`src/rtl/core/lsi_pkg.sv`:
```
// Shared types, constants and the six-tap kernel for the luma interpolator.
package lsi_pkg;

  localparam int PIX_W     = 8;
  localparam int MID_W     = 15;
  localparam int SUM_W     = 22;
  localparam int POS_W     = 4;
  localparam int TAPS_KEPT = 5;
  localparam int ROUND_ADD = 512;
  localparam int OUT_SHIFT = 10;
  localparam int PIX_MAX   = 255;

  typedef logic        [PIX_W-1:0] pixel_t;
  typedef logic signed [MID_W-1:0] mid_t;
  typedef logic signed [SUM_W-1:0] sum_t;
  typedef logic        [POS_W-1:0] pos_t;

  typedef struct packed {
    mid_t [TAPS_KEPT:0] tap;
    pixel_t             dst;
    pos_t               row;
    pos_t               col;
    logic               last;
  } lsi_stage_t;

  function automatic sum_t six_tap(sum_t a, sum_t b, sum_t c, sum_t d, sum_t e, sum_t f);
    return sum_t'(20 * (c + d) - 5 * (b + e) + (a + f));
  endfunction

  function automatic sum_t pix_to_sum(pixel_t p);
    return sum_t'($signed({1'b0, p}));
  endfunction

endpackage

```
`src/rtl/core/lsi_if.sv`:
```
// Handshake interfaces for the pixel input, result output and mode write channels.
interface lsi_pix_if;
  logic          valid;
  logic          ready;
  lsi_pkg::pixel_t src_pixel;
  lsi_pkg::pixel_t dst_pixel;
  modport source (output valid, output src_pixel, output dst_pixel, input ready);
  modport sink (input valid, input src_pixel, input dst_pixel, output ready);
endinterface

interface lsi_res_if;
  logic          valid;
  logic          ready;
  lsi_pkg::pixel_t out_pixel;
  lsi_pkg::pos_t   out_row;
  lsi_pkg::pos_t   out_col;
  logic          last_of_block;
  modport source (output valid, output out_pixel, output out_row, output out_col,
                  output last_of_block, input ready);
  modport sink (input valid, input out_pixel, input out_row, input out_col,
                input last_of_block, output ready);
endinterface

interface lsi_cfg_if;
  logic valid;
  logic ready;
  logic data;
  modport source (output valid, output data, input ready);
  modport sink (input valid, input data, output ready);
endinterface

```
`src/rtl/core/lsi_tap_cell.sv`:
```
// One storage cell of a shift chain that passes its value on when enabled.
module lsi_tap_cell #(
  parameter int W = 8
) (
  input  logic         clk,
  input  logic         en,
  input  logic [W-1:0] d,
  output logic [W-1:0] q
);

  always_ff @(posedge clk) begin
    if (en) begin
      q <= d;
    end
  end

endmodule

```
`src/rtl/core/lsi_filter.sv`:
```
// Vertical six-tap pass, rounding, clamping and optional averaging of one pixel.
module lsi_filter (
  input  lsi_pkg::lsi_stage_t stage,
  input  logic                avg_mode,
  output lsi_pkg::pixel_t     pixel
);
  import lsi_pkg::*;

  sum_t               acc;
  sum_t               rnd;
  logic [SUM_W-1:0]   quo;
  pixel_t             clamped;
  logic [PIX_W:0]     avg_sum;

  always_comb begin
    acc = six_tap(sum_t'(stage.tap[0]), sum_t'(stage.tap[1]), sum_t'(stage.tap[2]),
                  sum_t'(stage.tap[3]), sum_t'(stage.tap[4]), sum_t'(stage.tap[5]));
    rnd = acc + sum_t'(ROUND_ADD);
    quo = SUM_W'(rnd >>> OUT_SHIFT);
    if (rnd[SUM_W-1]) begin
      clamped = '0;
    end else if (quo > SUM_W'(PIX_MAX)) begin
      clamped = PIX_W'(PIX_MAX);
    end else begin
      clamped = quo[PIX_W-1:0];
    end
    avg_sum = {1'b0, clamped} + {1'b0, stage.dst} + (PIX_W+1)'(1);
    pixel = avg_mode ? avg_sum[PIX_W:1] : clamped;
  end

endmodule

```
`src/rtl/core/luma_sixtap_2d_interpolator.sv`:
```
// Top level of the luma six-tap two-dimensional half-pel interpolator.
//
//   channel  dir  beat contents
//   pix      in   src_pixel, dst_pixel (one window pixel, raster order)
//   res      out  out_pixel, out_row, out_col, last_of_block
//   cfg      in   data (avg_mode)
//
// One pixel beat is taken every cycle while pix.ready is high; a result is registered
// in s1 with the beat that completes it and then, filtered, in the res registers.
// Reset clears the window position, the pipeline valids and avg_mode; the shift
// chains hold unwritten data until the window fills them.
// A stalled result holds the pipeline; pix.ready drops only when both stages are full.
module luma_sixtap_2d_interpolator #(
  parameter int BLOCK_SIZE = 16
) (
  input logic    clk,
  input logic    rst,
  lsi_pix_if.sink   pix,
  lsi_res_if.source res,
  lsi_cfg_if.sink   cfg
);
  import lsi_pkg::*;

  localparam int WIN   = BLOCK_SIZE + TAPS_KEPT;
  localparam int CNT_W = $clog2(WIN);
  localparam int CHAIN = TAPS_KEPT * BLOCK_SIZE;

  logic [CNT_W-1:0] col;
  logic [CNT_W-1:0] row;
  logic             avg_mode;
  logic             s1_valid;
  lsi_stage_t       s1;
  pixel_t           filt_pixel;

  logic             pix_acc;
  logic             out_load;
  logic             col_in;
  logic             produce;
  logic [CNT_W-1:0] x;
  logic [CNT_W-1:0] y;
  mid_t             mid;
  lsi_stage_t       s1_next;

  pixel_t rw [TAPS_KEPT+1];
  mid_t   chain [CHAIN+1];

  assign cfg.ready = 1'b1;
  assign out_load  = !res.valid || res.ready;
  assign pix.ready = !s1_valid || out_load;
  assign pix_acc   = pix.valid && pix.ready;

  assign rw[TAPS_KEPT] = pix.src_pixel;
  assign chain[0]      = mid;

  for (genvar i = 0; i < TAPS_KEPT; i++) begin : g_row
    lsi_tap_cell #(.W(PIX_W)) u_cell (
      .clk (clk),
      .en  (pix_acc),
      .d   (rw[i+1]),
      .q   (rw[i])
    );
  end

  for (genvar i = 0; i < CHAIN; i++) begin : g_col
    lsi_tap_cell #(.W(MID_W)) u_cell (
      .clk (clk),
      .en  (pix_acc && col_in),
      .d   (chain[i]),
      .q   (chain[i+1])
    );
  end

  always_comb begin
    col_in  = col >= CNT_W'(TAPS_KEPT);
    produce = col_in && (row >= CNT_W'(TAPS_KEPT));
    x       = col - CNT_W'(TAPS_KEPT);
    y       = row - CNT_W'(TAPS_KEPT);
    mid     = mid_t'(six_tap(pix_to_sum(rw[0]), pix_to_sum(rw[1]), pix_to_sum(rw[2]),
                             pix_to_sum(rw[3]), pix_to_sum(rw[4]), pix_to_sum(rw[5])));
    for (int k = 0; k < TAPS_KEPT; k++) begin
      s1_next.tap[k] = chain[(TAPS_KEPT - k) * BLOCK_SIZE];
    end
    s1_next.tap[TAPS_KEPT] = mid;
    s1_next.dst  = pix.dst_pixel;
    s1_next.row  = y[POS_W-1:0];
    s1_next.col  = x[POS_W-1:0];
    s1_next.last = (y == CNT_W'(BLOCK_SIZE - 1)) && (x == CNT_W'(BLOCK_SIZE - 1));
  end

  lsi_filter u_filter (
    .stage    (s1),
    .avg_mode (avg_mode),
    .pixel    (filt_pixel)
  );

  always_ff @(posedge clk) begin
    if (rst) begin
      col       <= '0;
      row       <= '0;
      avg_mode  <= 1'b0;
      s1_valid  <= 1'b0;
      res.valid <= 1'b0;
    end else begin
      if (cfg.valid) begin
        avg_mode <= cfg.data;
      end
      if (out_load) begin
        res.valid <= s1_valid;
      end
      if (pix_acc) begin
        s1_valid <= produce;
        if (col == CNT_W'(WIN - 1)) begin
          col <= '0;
          row <= (row == CNT_W'(WIN - 1)) ? '0 : row + CNT_W'(1);
        end else begin
          col <= col + CNT_W'(1);
        end
      end else if (out_load) begin
        s1_valid <= 1'b0;
      end
    end
  end

  always_ff @(posedge clk) begin
    if (pix_acc && produce) begin
      s1 <= s1_next;
    end
    if (out_load && s1_valid) begin
      res.out_pixel     <= filt_pixel;
      res.out_row       <= s1.row;
      res.out_col       <= s1.col;
      res.last_of_block <= s1.last;
    end
  end

endmodule
```
`src/flat_wrapper.sv`:
```
// flat-port wrapper written by rule: the top's interface ports become plain ports
module luma_sixtap_2d_interpolator_flat import lsi_pkg::*;
#(
  parameter int BLOCK_SIZE = 16
)
  (clk, rst, pix_valid, pix_src_pixel, pix_dst_pixel, pix_ready, res_valid, res_out_pixel, res_out_row, res_out_col, res_last_of_block, res_ready, cfg_valid, cfg_data, cfg_ready);
  lsi_pix_if pix_i ();
  lsi_res_if res_i ();
  lsi_cfg_if cfg_i ();
  input logic clk;
  input logic rst;
  input wire logic [$bits(pix_i.valid)-1:0] pix_valid;
  input wire logic [$bits(pix_i.src_pixel)-1:0] pix_src_pixel;
  input wire logic [$bits(pix_i.dst_pixel)-1:0] pix_dst_pixel;
  output wire logic [$bits(pix_i.ready)-1:0] pix_ready;
  output wire logic [$bits(res_i.valid)-1:0] res_valid;
  output wire logic [$bits(res_i.out_pixel)-1:0] res_out_pixel;
  output wire logic [$bits(res_i.out_row)-1:0] res_out_row;
  output wire logic [$bits(res_i.out_col)-1:0] res_out_col;
  output wire logic [$bits(res_i.last_of_block)-1:0] res_last_of_block;
  input wire logic [$bits(res_i.ready)-1:0] res_ready;
  input wire logic [$bits(cfg_i.valid)-1:0] cfg_valid;
  input wire logic [$bits(cfg_i.data)-1:0] cfg_data;
  output wire logic [$bits(cfg_i.ready)-1:0] cfg_ready;
  assign pix_i.valid = pix_valid;
  assign pix_i.src_pixel = pix_src_pixel;
  assign pix_i.dst_pixel = pix_dst_pixel;
  assign pix_ready = pix_i.ready;
  assign res_valid = res_i.valid;
  assign res_out_pixel = res_i.out_pixel;
  assign res_out_row = res_i.out_row;
  assign res_out_col = res_i.out_col;
  assign res_last_of_block = res_i.last_of_block;
  assign res_i.ready = res_ready;
  assign cfg_i.valid = cfg_valid;
  assign cfg_i.data = cfg_data;
  assign cfg_ready = cfg_i.ready;
  luma_sixtap_2d_interpolator #(.BLOCK_SIZE(BLOCK_SIZE)) u_core (.clk(clk), .rst(rst), .pix(pix_i), .res(res_i), .cfg(cfg_i));
endmodule
```
`config.mk`:
```
export PLATFORM = sky130hd
export DESIGN_NAME = luma_sixtap_2d_interpolator_flat
export DESIGN_NICKNAME = d
export VERILOG_FILES = /design/src/rtl/core/lsi_pkg.sv /design/src/rtl/core/lsi_if.sv /design/src/rtl/core/lsi_tap_cell.sv /design/src/rtl/core/lsi_filter.sv /design/src/rtl/core/luma_sixtap_2d_interpolator.sv /design/src/flat_wrapper.sv
export SDC_FILE = /design/constraint.sdc
export NUM_CORES = 1
export LEC_CHECK = 0
export BUFFER_PORTS_ARGS = -buffer_cell sky130_fd_sc_hd__buf_4
export CAP_MARGIN = 20
export CORE_UTILIZATION = 40
export CTS_CLUSTER_SIZE = 8
export DETAILED_ROUTE_END_ITERATION = 6
export PLACE_DENSITY = 0.67
export SKIP_CTS_REPAIR_TIMING = 1
export SYNTH_ARGS = -nofsm -noshare
export SYNTH_HDL_FRONTEND = slang
export SYNTH_SLANG_ARGS = --single-unit
```
`constraint.sdc`:
```
create_clock -name clk -period 64.2 [get_ports clk]
set_clock_uncertainty 0.05 [all_clocks]
set_input_delay 12.84 -clock clk [delete_from_list [all_inputs] [get_ports clk]]
set_output_delay 12.84 -clock clk [all_outputs]
set_load 0.03 [all_outputs]
```
==> impl_metrics.env, run 1 <==
export IMPL_outcome="completed"
export IMPL_fin_setup_tns_ns=0
export IMPL_switchingPower_w=0.0005176
export IMPL_crit_arrival_ns=13.48
export IMPL_swShare_pct=23.55
export IMPL_maxSlewHeadroom_pct=25.67
export IMPL_crit_required_ns=51.31
export IMPL_grt_pass1_wl_um=114900
export IMPL_finalNetCount=2999
export IMPL_p_leak_nw=18.14
export IMPL_core_um2=123600
export IMPL_cts_root_buf="clkbuf_16"
export IMPL_postSynth_asyncResetShare_pct=0
export IMPL_syn_cell_area_um2=49880
export IMPL_synth_top_family_by_area="adder cells"
export IMPL_gr_total_overflow=0
export IMPL_fmax_mhz=37.92
export IMPL_cpMaxStageDelayCell="nor2b_1"
export IMPL_die_area_um2=126100
export IMPL_p_seq_share_pct=46.6
export IMPL_cts_buffers_inserted=190
export IMPL_intPower_w=0.001680
export IMPL_synthXorXnorAreaFrac_pct=1.906
export IMPL_tightest_slew_ns=1.115
export IMPL_comb_power_share_pct=12.9
export IMPL_peakVddDrop_mv=0.04113
export IMPL_yosysWarnings=0
export IMPL_grt_usage_pct=11.93
export IMPL_synth_top_cell_area_share_pct=82.12
export IMPL_timing_final_crit_share_pct=41.08
export IMPL_cts_tree="done"
export IMPL_drt_vias_per_instance=4.723
export IMPL_place_gp_congestion=0.8028
export IMPL_clock_path_buffers=3
export IMPL_max_cap_viol_count=0
export IMPL_cp_max_fo=3
export IMPL_finalSetupViolCount=0
export IMPL_placement_io_buffers=40
export IMPL_slowest_delay_ns=0.22
export IMPL_slew_viol_final=0
export IMPL_hold_viol=0
export IMPL_yosys_area_share_simple_pct=1.776
export IMPL_synthCells=2437
export IMPL_synth_adder_area_share_pct=8.749
export IMPL_drt_iter0_markers=1492
export IMPL_synth_area_leaders="edfxtp_1 (82%), ha_1 (5.6%), fa_1 (3.1%), inv_1 (1.6%), xnor2_1 (1.2%)"
export IMPL_ys_seq_area_share_pct=82.64
export IMPL_path_cells="buf_4 -> nor2b_1 -> nand2_1 -> buf_4"
export IMPL_grt_max_degree=205
export IMPL_yosysUniqueCellTypes=65
export IMPL_synth_ff_type="edfxtp_1"
export IMPL_vias=20530
export IMPL_setup_worst_path_end_class="output port"
export IMPL_ys_top_cells_by_count="edfxtp_1 (1,364), ha_1 (224), inv_1 (214), fa_1 (78), a21oi_1 (67)"
export IMPL_cp_common_cell="buf_4"
export IMPL_wl_um=74180
export IMPL_antenna_found_initial=7
export IMPL_hold_path_class="flop to flop"
export IMPL_yosysTopAreaCell="edfxtp_1"
export IMPL_synth_compound_gate_area_share_pct=3.078
export IMPL_start_util_pct=40.34
export IMPL_cts_sinks=1377
export IMPL_die_w_um=355.1
export IMPL_synth_mux_area_share_pct=0.1229
export IMPL_clock_latency_ns=0.80
export IMPL_worstSetupPathType="input port to output port"
export IMPL_yosysMostFrequentCell="edfxtp_1"
export IMPL_area_delta_synth_final_pct=15.53
export IMPL_wire_per_inst_um=17.07
export IMPL_clk_pin_slew_ns=0.05
export IMPL_ys_seq_elements=1377
export IMPL_synth_edf_count=1364
export IMPL_drtPass1Iterations=5
export IMPL_post_dp_cell_area_um2=52330
export IMPL_period_needed_ns=26.37
export IMPL_power_density_nw_per_um2=38.14
export IMPL_syn_avg_cell_area_um2=20.47
export IMPL_ios=42
export IMPL_dp_hpwl_um=42830
export IMPL_syn_num_nets=2761
export IMPL_cts_htree_levels=4
export IMPL_cp_start_kind="input port"
export IMPL_fin_area_um2=57630
export IMPL_rsz0062_at_grt="false"
export IMPL_nFillCells=10170
export IMPL_rows=129
export IMPL_dieHeight_um=355.1
export IMPL_drc=0
export IMPL_antenna_left=0
export IMPL_pwr_share_clk_pct=40.5
export IMPL_drive_above_1_share_pct=10.41
export IMPL_grt_pass1_vias=20590
[registers in the layout, indices dropped and copies added, names as in the netlist]
register                  flops
u_core.res.last_of_block      1
u_core.res.out_pixel          8
u_core.g_row.u_cell.q        40
u_core.s1_valid               1
u_core.res.valid              1
u_core.row                    5
u_core.avg_mode               1
u_core.res.out_row            4
u_core.col                    5
u_core.s1                   107
u_core.res.out_col            4
u_core.g_col.u_cell.q      1200
[kinds of logic after synthesis]
logic type / after synthesis
AOI/OAI and AO/OA: 232
adders and majority gates: 302
other: 1
and+or+nand+nor: 186
xor gates and xnor gates: 107
buffers and inverters: 226
muxes: 6
DFF: 1377
[routing by layer]
layer  GRT usage (%)  wire length, um  part of all wire (%)  up-vias
li1                -                -                     -     9612
met1           17.22            36230                    49    10340
met2           17.19            32320                    44      419
met3           2.646             3309                   4.5      159
met4           5.681             2316                   3.1        0
met5               0                0                     0        -
[layout make-up]
| cell class | instances | area [um2] | share of cell area (%) |
|---|---|---|---|
| flip-flops and latches | 1377 | 41220 | 71.53 |
| multi-input cells | 834 | 7806 | 13.55 |
| clock buffers | 210 | 4861 | 8.435 |
| well taps | 1637 | 2048 | 3.554 |
| inverters | 215 | 809.5 | 1.405 |
| repair buffers | 57 | 473.0 | 0.8207 |
| clock inverters | 15 | 406.6 | 0.7056 |
| diodes | 1 | 2.502 | 0.004342 |
[through the flow]
| step | util [%] | hold WS, ns | setup slack [ns] | total power (W) | std cells |
|---|---|---|---|---|---|
| after CTS | 46.59 | 0.3164 | 37.82 | 0.002228 | 4344 |
| after detailed placement | 42.33 | 0.3545 | 37.82 | 0.001323 | 4119 |
| after floorplan | - | 0.3503 | 14.10 | 0.001273 | 2437 |
| after global routing | 46.61 | 0.3272 | 37.75 | 0.002302 | 4345 |
| final | 46.61 | 0.3220 | 37.83 | 0.002198 | 4346 |
| after global placement | 42.33 | 0.3501 | 37.85 | 0.001315 | 4119 |
[worst paths after layout]
| kind | start | to | slack (ns) | depth (start not counted) |
|---|---|---|---|---|
| max | res_ready | pix_ready | 37.83 | 4 |
| min | u_core.g_col[67].u_cell.q[11]$_DFFE_PP_ | u_core.g_col[68].u_cell.q[11]$_DFFE_PP_ | 0.32 | 0 |
| max reg2reg | u_core.s1[47]$_DFFE_PP_ | u_core.res.out_pixel[7]$_DFFE_PP_ | 52.83 | 46 |
| min reg2reg | u_core.g_col[67].u_cell.q[11]$_DFFE_PP_ | u_core.g_col[68].u_cell.q[11]$_DFFE_PP_ | 0.32 | 0 |
[power by group through the flow]
stage / registers [W] / logic [W] / clock network [W]
2_1_floorplan: 0.00104 / 0.000229 / 0
3_3_place_gp: 0.00104 / 0.000276 / 0
3_5_place_dp: 0.00104 / 0.000283 / 0
4_1_cts: 0.00102 / 0.000288 / 0.000916
5_1_grt: 0.00102 / 0.000328 / 0.000951
6_report: 0.00102 / 0.000284 / 0.000890
[layout by cell type (no fill, tap or decap), types with 9 or more instances in the layout]
cell type  synthesis  routed
nand2b_1          11      11
xor2_1            40      40
o21ai_0           43      43
clkbuf_16          0     191
nor2b_1           12      11
nand2_1           49      49
clkinv_16          0      10
o21bai_1          19      19
nor2_1            57      57
clkbuf_1           9      18
a21o_1            30      30
nand4_1            9       9
xnor2_1           66      66
inv_1            214     213
nor3_1            18      18
nand3_1           13      13
o21a_1            11      11
fa_1              78      78
ha_1             224     224
a21oi_1           67      67
buf_4              1      54
edfxtp_1        1364    1364
dfxtp_1           13      13
[worst max-delay path, delay by kind of cell]
family	cells	cell delay [ns]
simple gates	2	0.35
buf+inv	2	0.29
Note: power is estimated with default switching activity, not from simulation.
==> inputs of run 2 (changes only) <==
Clock period 64.2 ns to 26.5 ns, I/O delays scaled along.
==> run 2 against run 1 <==
Power grew 150%. Sequential power grew 140%. First-iteration DRC count is 2.3% higher. Sequential share of layout area up 0.10 points. Clock power grew 140%. Via count fell by 0.84%. Register-to-register slack got worse by 38 ns. Worst setup slack worse by 23 ns. Largest power group unchanged. Count of clock-buffer cells in the layout increased by 5. Critical endpoint unchanged. Non-clock buffer count down 1.
==> impl_metrics.env, run 2 (synthesis gave the netlist of run 1 again) <==
export IMPL_maxSlewHeadroom_pct=23.01
export IMPL_reg2reg_to="u_core.res.out_pixel[7]$_DFFE_PP_"
export IMPL_cts_tree="done"
export IMPL_grt_pass1_wl_um=114500
export IMPL_worstReg2RegStart="u_core.s1[47]$_DFFE_PP_"
export IMPL_finalNetCount=2998
export IMPL_setup_worst_path_end_class="output port"
export IMPL_cp_start_kind="input port"
export IMPL_drive_above_1_share_pct=10.37
export IMPL_fmax_mhz=88.78
export IMPL_grt_pass1_vias=20780
export IMPL_post_dp_cell_area_um2=52330
export IMPL_power_density_nw_per_um2=93.75
export IMPL_drc=0
export IMPL_place_gp_congestion=0.8015
export IMPL_fin_total_pwr_w=0.005395
export IMPL_finalSetupViolCount=0
export IMPL_rrSetupSlack_ns=15.28
export IMPL_grt_max_degree=213
export IMPL_max_cap_viol_count=0
export IMPL_hold_path_class="flop to flop"
export IMPL_rr_worst_depth=46
export IMPL_rsz0062_at_grt="false"
export IMPL_switchingPower_w=0.001319
export IMPL_layout_commonest_cell="edfxtp_1"
export IMPL_cts_sinks=1377
export IMPL_grt_usage_pct=11.81
export IMPL_drt_vias_per_instance=4.681
export IMPL_antenna_found_initial=1
export IMPL_nFillCells=10230
export IMPL_rows=129
export IMPL_placement_io_buffers=40
export IMPL_antenna_left=0
export IMPL_core_um2=123600
export IMPL_cts_buffers_inserted=190
export IMPL_intPower_w=0.004077
export IMPL_p_leak_nw=18.11
export IMPL_die_w_um=355.1
export IMPL_dieHeight_um=355.1
export IMPL_cts_root_buf="clkbuf_16"
export IMPL_wl_um=73310
export IMPL_fin_setup_tns_ns=0
export IMPL_area_delta_synth_final_pct=15.37
export IMPL_peakVddDrop_mv=0.1581
export IMPL_drtPass1Iterations=5
export IMPL_timing_final_crit_share_pct=42.51
export IMPL_worstSetupPathType="input port to output port"
export IMPL_slew_viol_final=0
export IMPL_cts_htree_levels=4
export IMPL_gr_total_overflow=0
export IMPL_tightest_slew_ns=1.155
export IMPL_wire_per_inst_um=16.86
export IMPL_cp_startpoint="res_ready"
export IMPL_ios=42
export IMPL_swShare_pct=24.44
export IMPL_clock_path_buffers=3
export IMPL_start_util_pct=40.34
export IMPL_crit_arrival_ns=5.91
export IMPL_vias=20350
export IMPL_cp_max_fo=3
export IMPL_fin_area_um2=57550
export IMPL_setup_worst_path_end="pix_ready"
export IMPL_comb_power_share_pct=14.5
export IMPL_clk_pin_slew_ns=0.05
export IMPL_hold_viol=0
export IMPL_p_seq_share_pct=46.0
export IMPL_largest_reg_flops=1200
export IMPL_clock_latency_ns=0.74
export IMPL_mostFrequentLayoutCells="edfxtp_1 (1,364), ha_1 (224), inv_1 (213)"
export IMPL_die_area_um2=126100
export IMPL_top_regs="u_core.g_col.u_cell.q: 1200 flops, u_core.s1: 107 flops, u_core.g_row.u_cell.q: 40 flops"
export IMPL_largest_register="u_core.g_col.u_cell.q"
export IMPL_crit_required_ns=21.15
export IMPL_period_needed_ns=11.26
export IMPL_outcome="completed"
export IMPL_pwr_share_clk_pct=39.5
export IMPL_drt_iter0_markers=1527
export IMPL_dp_hpwl_um=43040
export IMPL_utilization_pct=46.54
[run 2: final cells by class]
type,instances,area [um2],area share [%]
Sequential cell,1377,41220,71.63
Multi-Input combinational cell,834,7814,13.58
Clock buffer,215,4922,8.553
Tap cell,1637,2048,3.559
Inverter,215,810.8,1.409
Timing Repair Buffer,56,452.9,0.7871
Clock inverter,13,276.5,0.4805
Antenna cell,1,2.502,0.004348
[run 2: per-stage QoR]
stage / std cells / setup slack, ns / hold WS, ns
after detailed placement: 4118 / 15.24 / 0.3545
after global placement: 4118 / 15.25 / 0.3501
final: 4348 / 15.24 / 0.3433
after global routing: 4347 / 14.50 / 0.3585
after CTS: 4346 / 15.23 / 0.3414
after floorplan: 2437 / 8.465 / 0.3503
[run 2: worst min path at each step]
stage | depth (start not counted) | slack, ns | start | end
floorplan | 0 | 0.35 | u_core.g_col[9].u_cell.q[0]$_DFFE_PP_ | u_core.g_col[10].u_cell.q[0]$_DFFE_PP_
global placement | 0 | 0.35 | u_core.g_col[29].u_cell.q[11]$_DFFE_PP_ | u_core.g_col[30].u_cell.q[11]$_DFFE_PP_
detailed placement | 0 | 0.35 | u_core.g_col[9].u_cell.q[12]$_DFFE_PP_ | u_core.g_col[10].u_cell.q[12]$_DFFE_PP_
CTS | 0 | 0.34 | u_core.g_col[44].u_cell.q[1]$_DFFE_PP_ | u_core.g_col[45].u_cell.q[1]$_DFFE_PP_
global route | 0 | 0.36 | u_core.g_col[41].u_cell.q[5]$_DFFE_PP_ | u_core.g_col[42].u_cell.q[5]$_DFFE_PP_
finish | 0 | 0.34 | u_core.g_col[44].u_cell.q[1]$_DFFE_PP_ | u_core.g_col[45].u_cell.q[1]$_DFFE_PP_
[run 2: routing by layer]
layer,part of all wire (%),vias up,GRT usage [%]
li1,-,9618,-
met1,48,10180,16.96
met2,43,422,16.99
met3,5.9,138,3.364
met4,2.6,0,4.629
met5,0,-,0
[run 2: power by group through the flow]
stage	registers [W]	logic [W]	clock network, W
floorplan	0.00252	0.000555	0
global route	0.00248	0.000882	0.00229
CTS	0.00248	0.000793	0.00220
global placement	0.00252	0.000770	0
finish	0.00248	0.000781	0.00213
detailed placement	0.00252	0.000780	0
[run 2: critical path: stages]
cell and delay (ns):
buf_4 0.11, nor2b_1 0.20, nand2_1 0.12, buf_4 0.18
==> inputs of run 3 (changes only) <==
Settings changed: ABC_AREA set to 1.
Clock period 26.5 ns to 11 ns, I/O delays scaled along.
==> run 3 against run 2 <==
Power increased by 140%. Sequential share of layout area decreased by 0.70 points. Core utilization increased by 0.22 points. Critical endpoint is now u_core.res.out_pixel[5]$_DFFE_PP_.
==> impl_metrics.env, run 3 <==
export IMPL_start_util_pct=40.53
export IMPL_period_needed_ns=9.371
export IMPL_post_dp_cell_area_um2=52910
export IMPL_layout_commonest_cell="edfxtp_1"
export IMPL_rsz0062_at_grt="false"
export IMPL_cts_tree="done"
export IMPL_placement_io_buffers=40
export IMPL_worstSetupPathType="flop to flop"
export IMPL_cp_common_cell="inv_1"
export IMPL_cts_root_buf="clkbuf_16"
export IMPL_cp_buffers_inverters=9
export IMPL_hold_viol=0
export IMPL_fmax_mhz=106.7
export IMPL_die_area_um2=127300
export IMPL_hold_path_class="flop to flop"
export IMPL_yosysWarnings=0
export IMPL_top_regs="u_core.g_col.u_cell.q: 1200 flops, u_core.s1: 107 flops, u_core.g_row.u_cell.q: 40 flops"
export IMPL_cts_buffers_inserted=191
export IMPL_clock_path_buffers=3
export IMPL_fin_setup_tns_ns=0
export IMPL_cts_htree_levels=4
export IMPL_slew_viol_final=0
export IMPL_clock_latency_ns=0.77
export IMPL_synth_edf_count=1364
export IMPL_synth_area_leaders="edfxtp_1 (81%), ha_1 (5.6%), fa_1 (3.1%), inv_1 (2.5%), nand2_1 (1.5%)"
export IMPL_vias=21080
export IMPL_grt_max_degree=188
export IMPL_setup_worst_path_end_class="flop"
export IMPL_wl_um=72820
export IMPL_finalSetupViolCount=0
export IMPL_cp_start_kind="flop"
export IMPL_slowest_delay_ns=0.56
export IMPL_drt_vias_per_instance=4.620
export IMPL_largest_reg_flops=1200
export IMPL_comb_power_share_pct=15.0
export IMPL_area_delta_synth_final_pct=15.38
export IMPL_drt_iter0_markers=1711
export IMPL_ys_seq_area_share_pct=81.84
export IMPL_drc=0
export IMPL_switchingPower_w=0.003385
export IMPL_mostFrequentLayoutCells="edfxtp_1 (1,364), inv_1 (329), ha_1 (224)"
export IMPL_antenna_left=0
export IMPL_crit_arrival_ns=9.81
export IMPL_core_um2=124300
export IMPL_pwr_share_clk_pct=39.1
export IMPL_wire_per_inst_um=15.96
export IMPL_cp_top_family="adder cells"
export IMPL_syn_num_nets=2976
export IMPL_p_seq_share_pct=45.8
export IMPL_ys_seq_elements=1377
export IMPL_tightest_slew_ns=1.108
export IMPL_outcome="completed"
export IMPL_rrSetupSlack_ns=1.63
export IMPL_timing_final_crit_share_pct=85.19
export IMPL_p_leak_nw=20.55
export IMPL_yosysTopAreaCell="edfxtp_1"
export IMPL_peakVddDrop_mv=0.2544
export IMPL_die_w_um=356.8
export IMPL_cpMaxStageDelayCell="o31ai_1"
export IMPL_fin_hold_ws_ns=0.3305
export IMPL_synth_ff_type="edfxtp_1"
export IMPL_grt_usage_pct=11.64
export IMPL_dp_hpwl_um=43960
export IMPL_gr_total_overflow=0
export IMPL_grt_pass1_wl_um=114200
export IMPL_fin_area_um2=58110
export IMPL_largest_register="u_core.g_col.u_cell.q"
export IMPL_intPower_w=0.009690
export IMPL_utilization_pct=46.76
export IMPL_yosysUniqueCellTypes=48
export IMPL_postSynth_asyncResetShare_pct=0
export IMPL_drtPass1Iterations=5
export IMPL_clk_pin_slew_ns=0.05
export IMPL_antenna_found_initial=7
export IMPL_cts_sinks=1377
export IMPL_fin_total_pwr_w=0.01307
export IMPL_yosysMostFrequentCell="edfxtp_1"
export IMPL_syn_avg_cell_area_um2=18.99
export IMPL_cp_max_fo=8
export IMPL_finalNetCount=3220
export IMPL_grt_pass1_vias=21380
export IMPL_max_cap_viol_count=0
export IMPL_ys_top_cells_by_count="edfxtp_1 (1,364), inv_1 (331), ha_1 (224), nand2_1 (201), a21oi_1 (112)"
export IMPL_synthCells=2652
export IMPL_ios=42
export IMPL_swShare_pct=25.89
export IMPL_maxSlewHeadroom_pct=26.11
export IMPL_rows=129
export IMPL_synth_top_cell_area_share_pct=81.32
export IMPL_drive_above_1_share_pct=10.02
export IMPL_place_gp_congestion=0.8134
export IMPL_dieHeight_um=356.8
export IMPL_crit_required_ns=11.44
export IMPL_power_density_nw_per_um2=225.0
export IMPL_syn_cell_area_um2=50370
## run 3: cell types whose count changed after synthesis, moves of 10 or more
| cell | previous run | this run |
|---|---|---|
| inv_1 | 214 | 331 |
| o21a_1 | 11 | 1 |
| xor2_1 | 40 | 72 |
| nand2b_1 | 11 | 0 |
| nor2_1 | 57 | 38 |
| nand2_1 | 49 | 201 |
| a21o_1 | 30 | 6 |
| xnor2_1 | 66 | 32 |
| nor2b_1 | 12 | 0 |
| nand3_1 | 13 | 36 |
| a21oi_1 | 67 | 112 |
## run 3: worst register-to-register path: cells and delay by family, from the launching register on
family / cells / cell delay, ns
fa+ha+maj: 10 / 3.58
buf+inv: 9 / 0.59
simple gates: 11 / 1.41
compound gates: 14 / 2.63
xor+xnor: 3 / 0.51
flops: 1 / 0.32
## run 3: per-layer routing
layer,track usage [%],up-vias,routed length (um)
met2,16.56,403,31370
met5,0,-,0
li1,-,10110,-
met3,2.944,118,3455
met4,4.265,0,1279
met1,17.25,10450,36720
## run 3: power by group through the flow
stage                     logic [W]  registers (W)  clock network, W
final                       0.00197        0.00599           0.00511
after global routing        0.00216        0.00599           0.00548
after CTS                   0.00196        0.00599           0.00527
after detailed placement    0.00195        0.00609                 0
after global placement      0.00191        0.00609                 0
after floorplan             0.00111        0.00610                 0
## run 3: path summary, 6_finish.rpt
| path | from | endpoint | cells after the start |
|---|---|---|---|
| worst max-delay path | u_core.s1[47]$_DFFE_PP_ | u_core.res.out_pixel[5]$_DFFE_PP_ | 47 |
| worst min-delay path | u_core.g_col[14].u_cell.q[8]$_DFFE_PP_ | u_core.g_col[15].u_cell.q[8]$_DFFE_PP_ | 0 |
| worst min register to register | u_core.g_col[14].u_cell.q[8]$_DFFE_PP_ | u_core.g_col[15].u_cell.q[8]$_DFFE_PP_ | 0 |
| worst max register to register | u_core.s1[47]$_DFFE_PP_ | u_core.res.out_pixel[5]$_DFFE_PP_ | 47 |
## run 3: area by class of cell
class | count | area, um2
Inverter | 337 | 1277
Fill cell | 10180 | 66170
Timing Repair Buffer | 54 | 467.9
Tap cell | 1637 | 2048
Sequential cell | 1377 | 41220
Antenna cell | 2 | 5.005
Clock buffer | 206 | 4921
Multi-Input combinational cell | 935 | 7899
Clock inverter | 15 | 276.5
## run 3: through the flow
stage	instances	worst slack (ns)
finish	4563	1.629
global route	4561	0.9523
CTS	4561	1.664
detailed placement	4340	1.687
global placement	4340	1.876
floorplan	2652	-9.637
## run 3: kinds of logic (layout without fill, tap and decap cells)
kind of cell	after synthesis	after routing	share of synthesized area, %
buf+inv	340	612	2.541
simple gates	321	321	2.767
fa+ha+maj	302	302	8.665
other cells	1	3	0.007446
xor+xnor	104	104	1.809
mux	1	1	0.01987
compound gates	206	206	2.350
flops	1377	1377	81.84
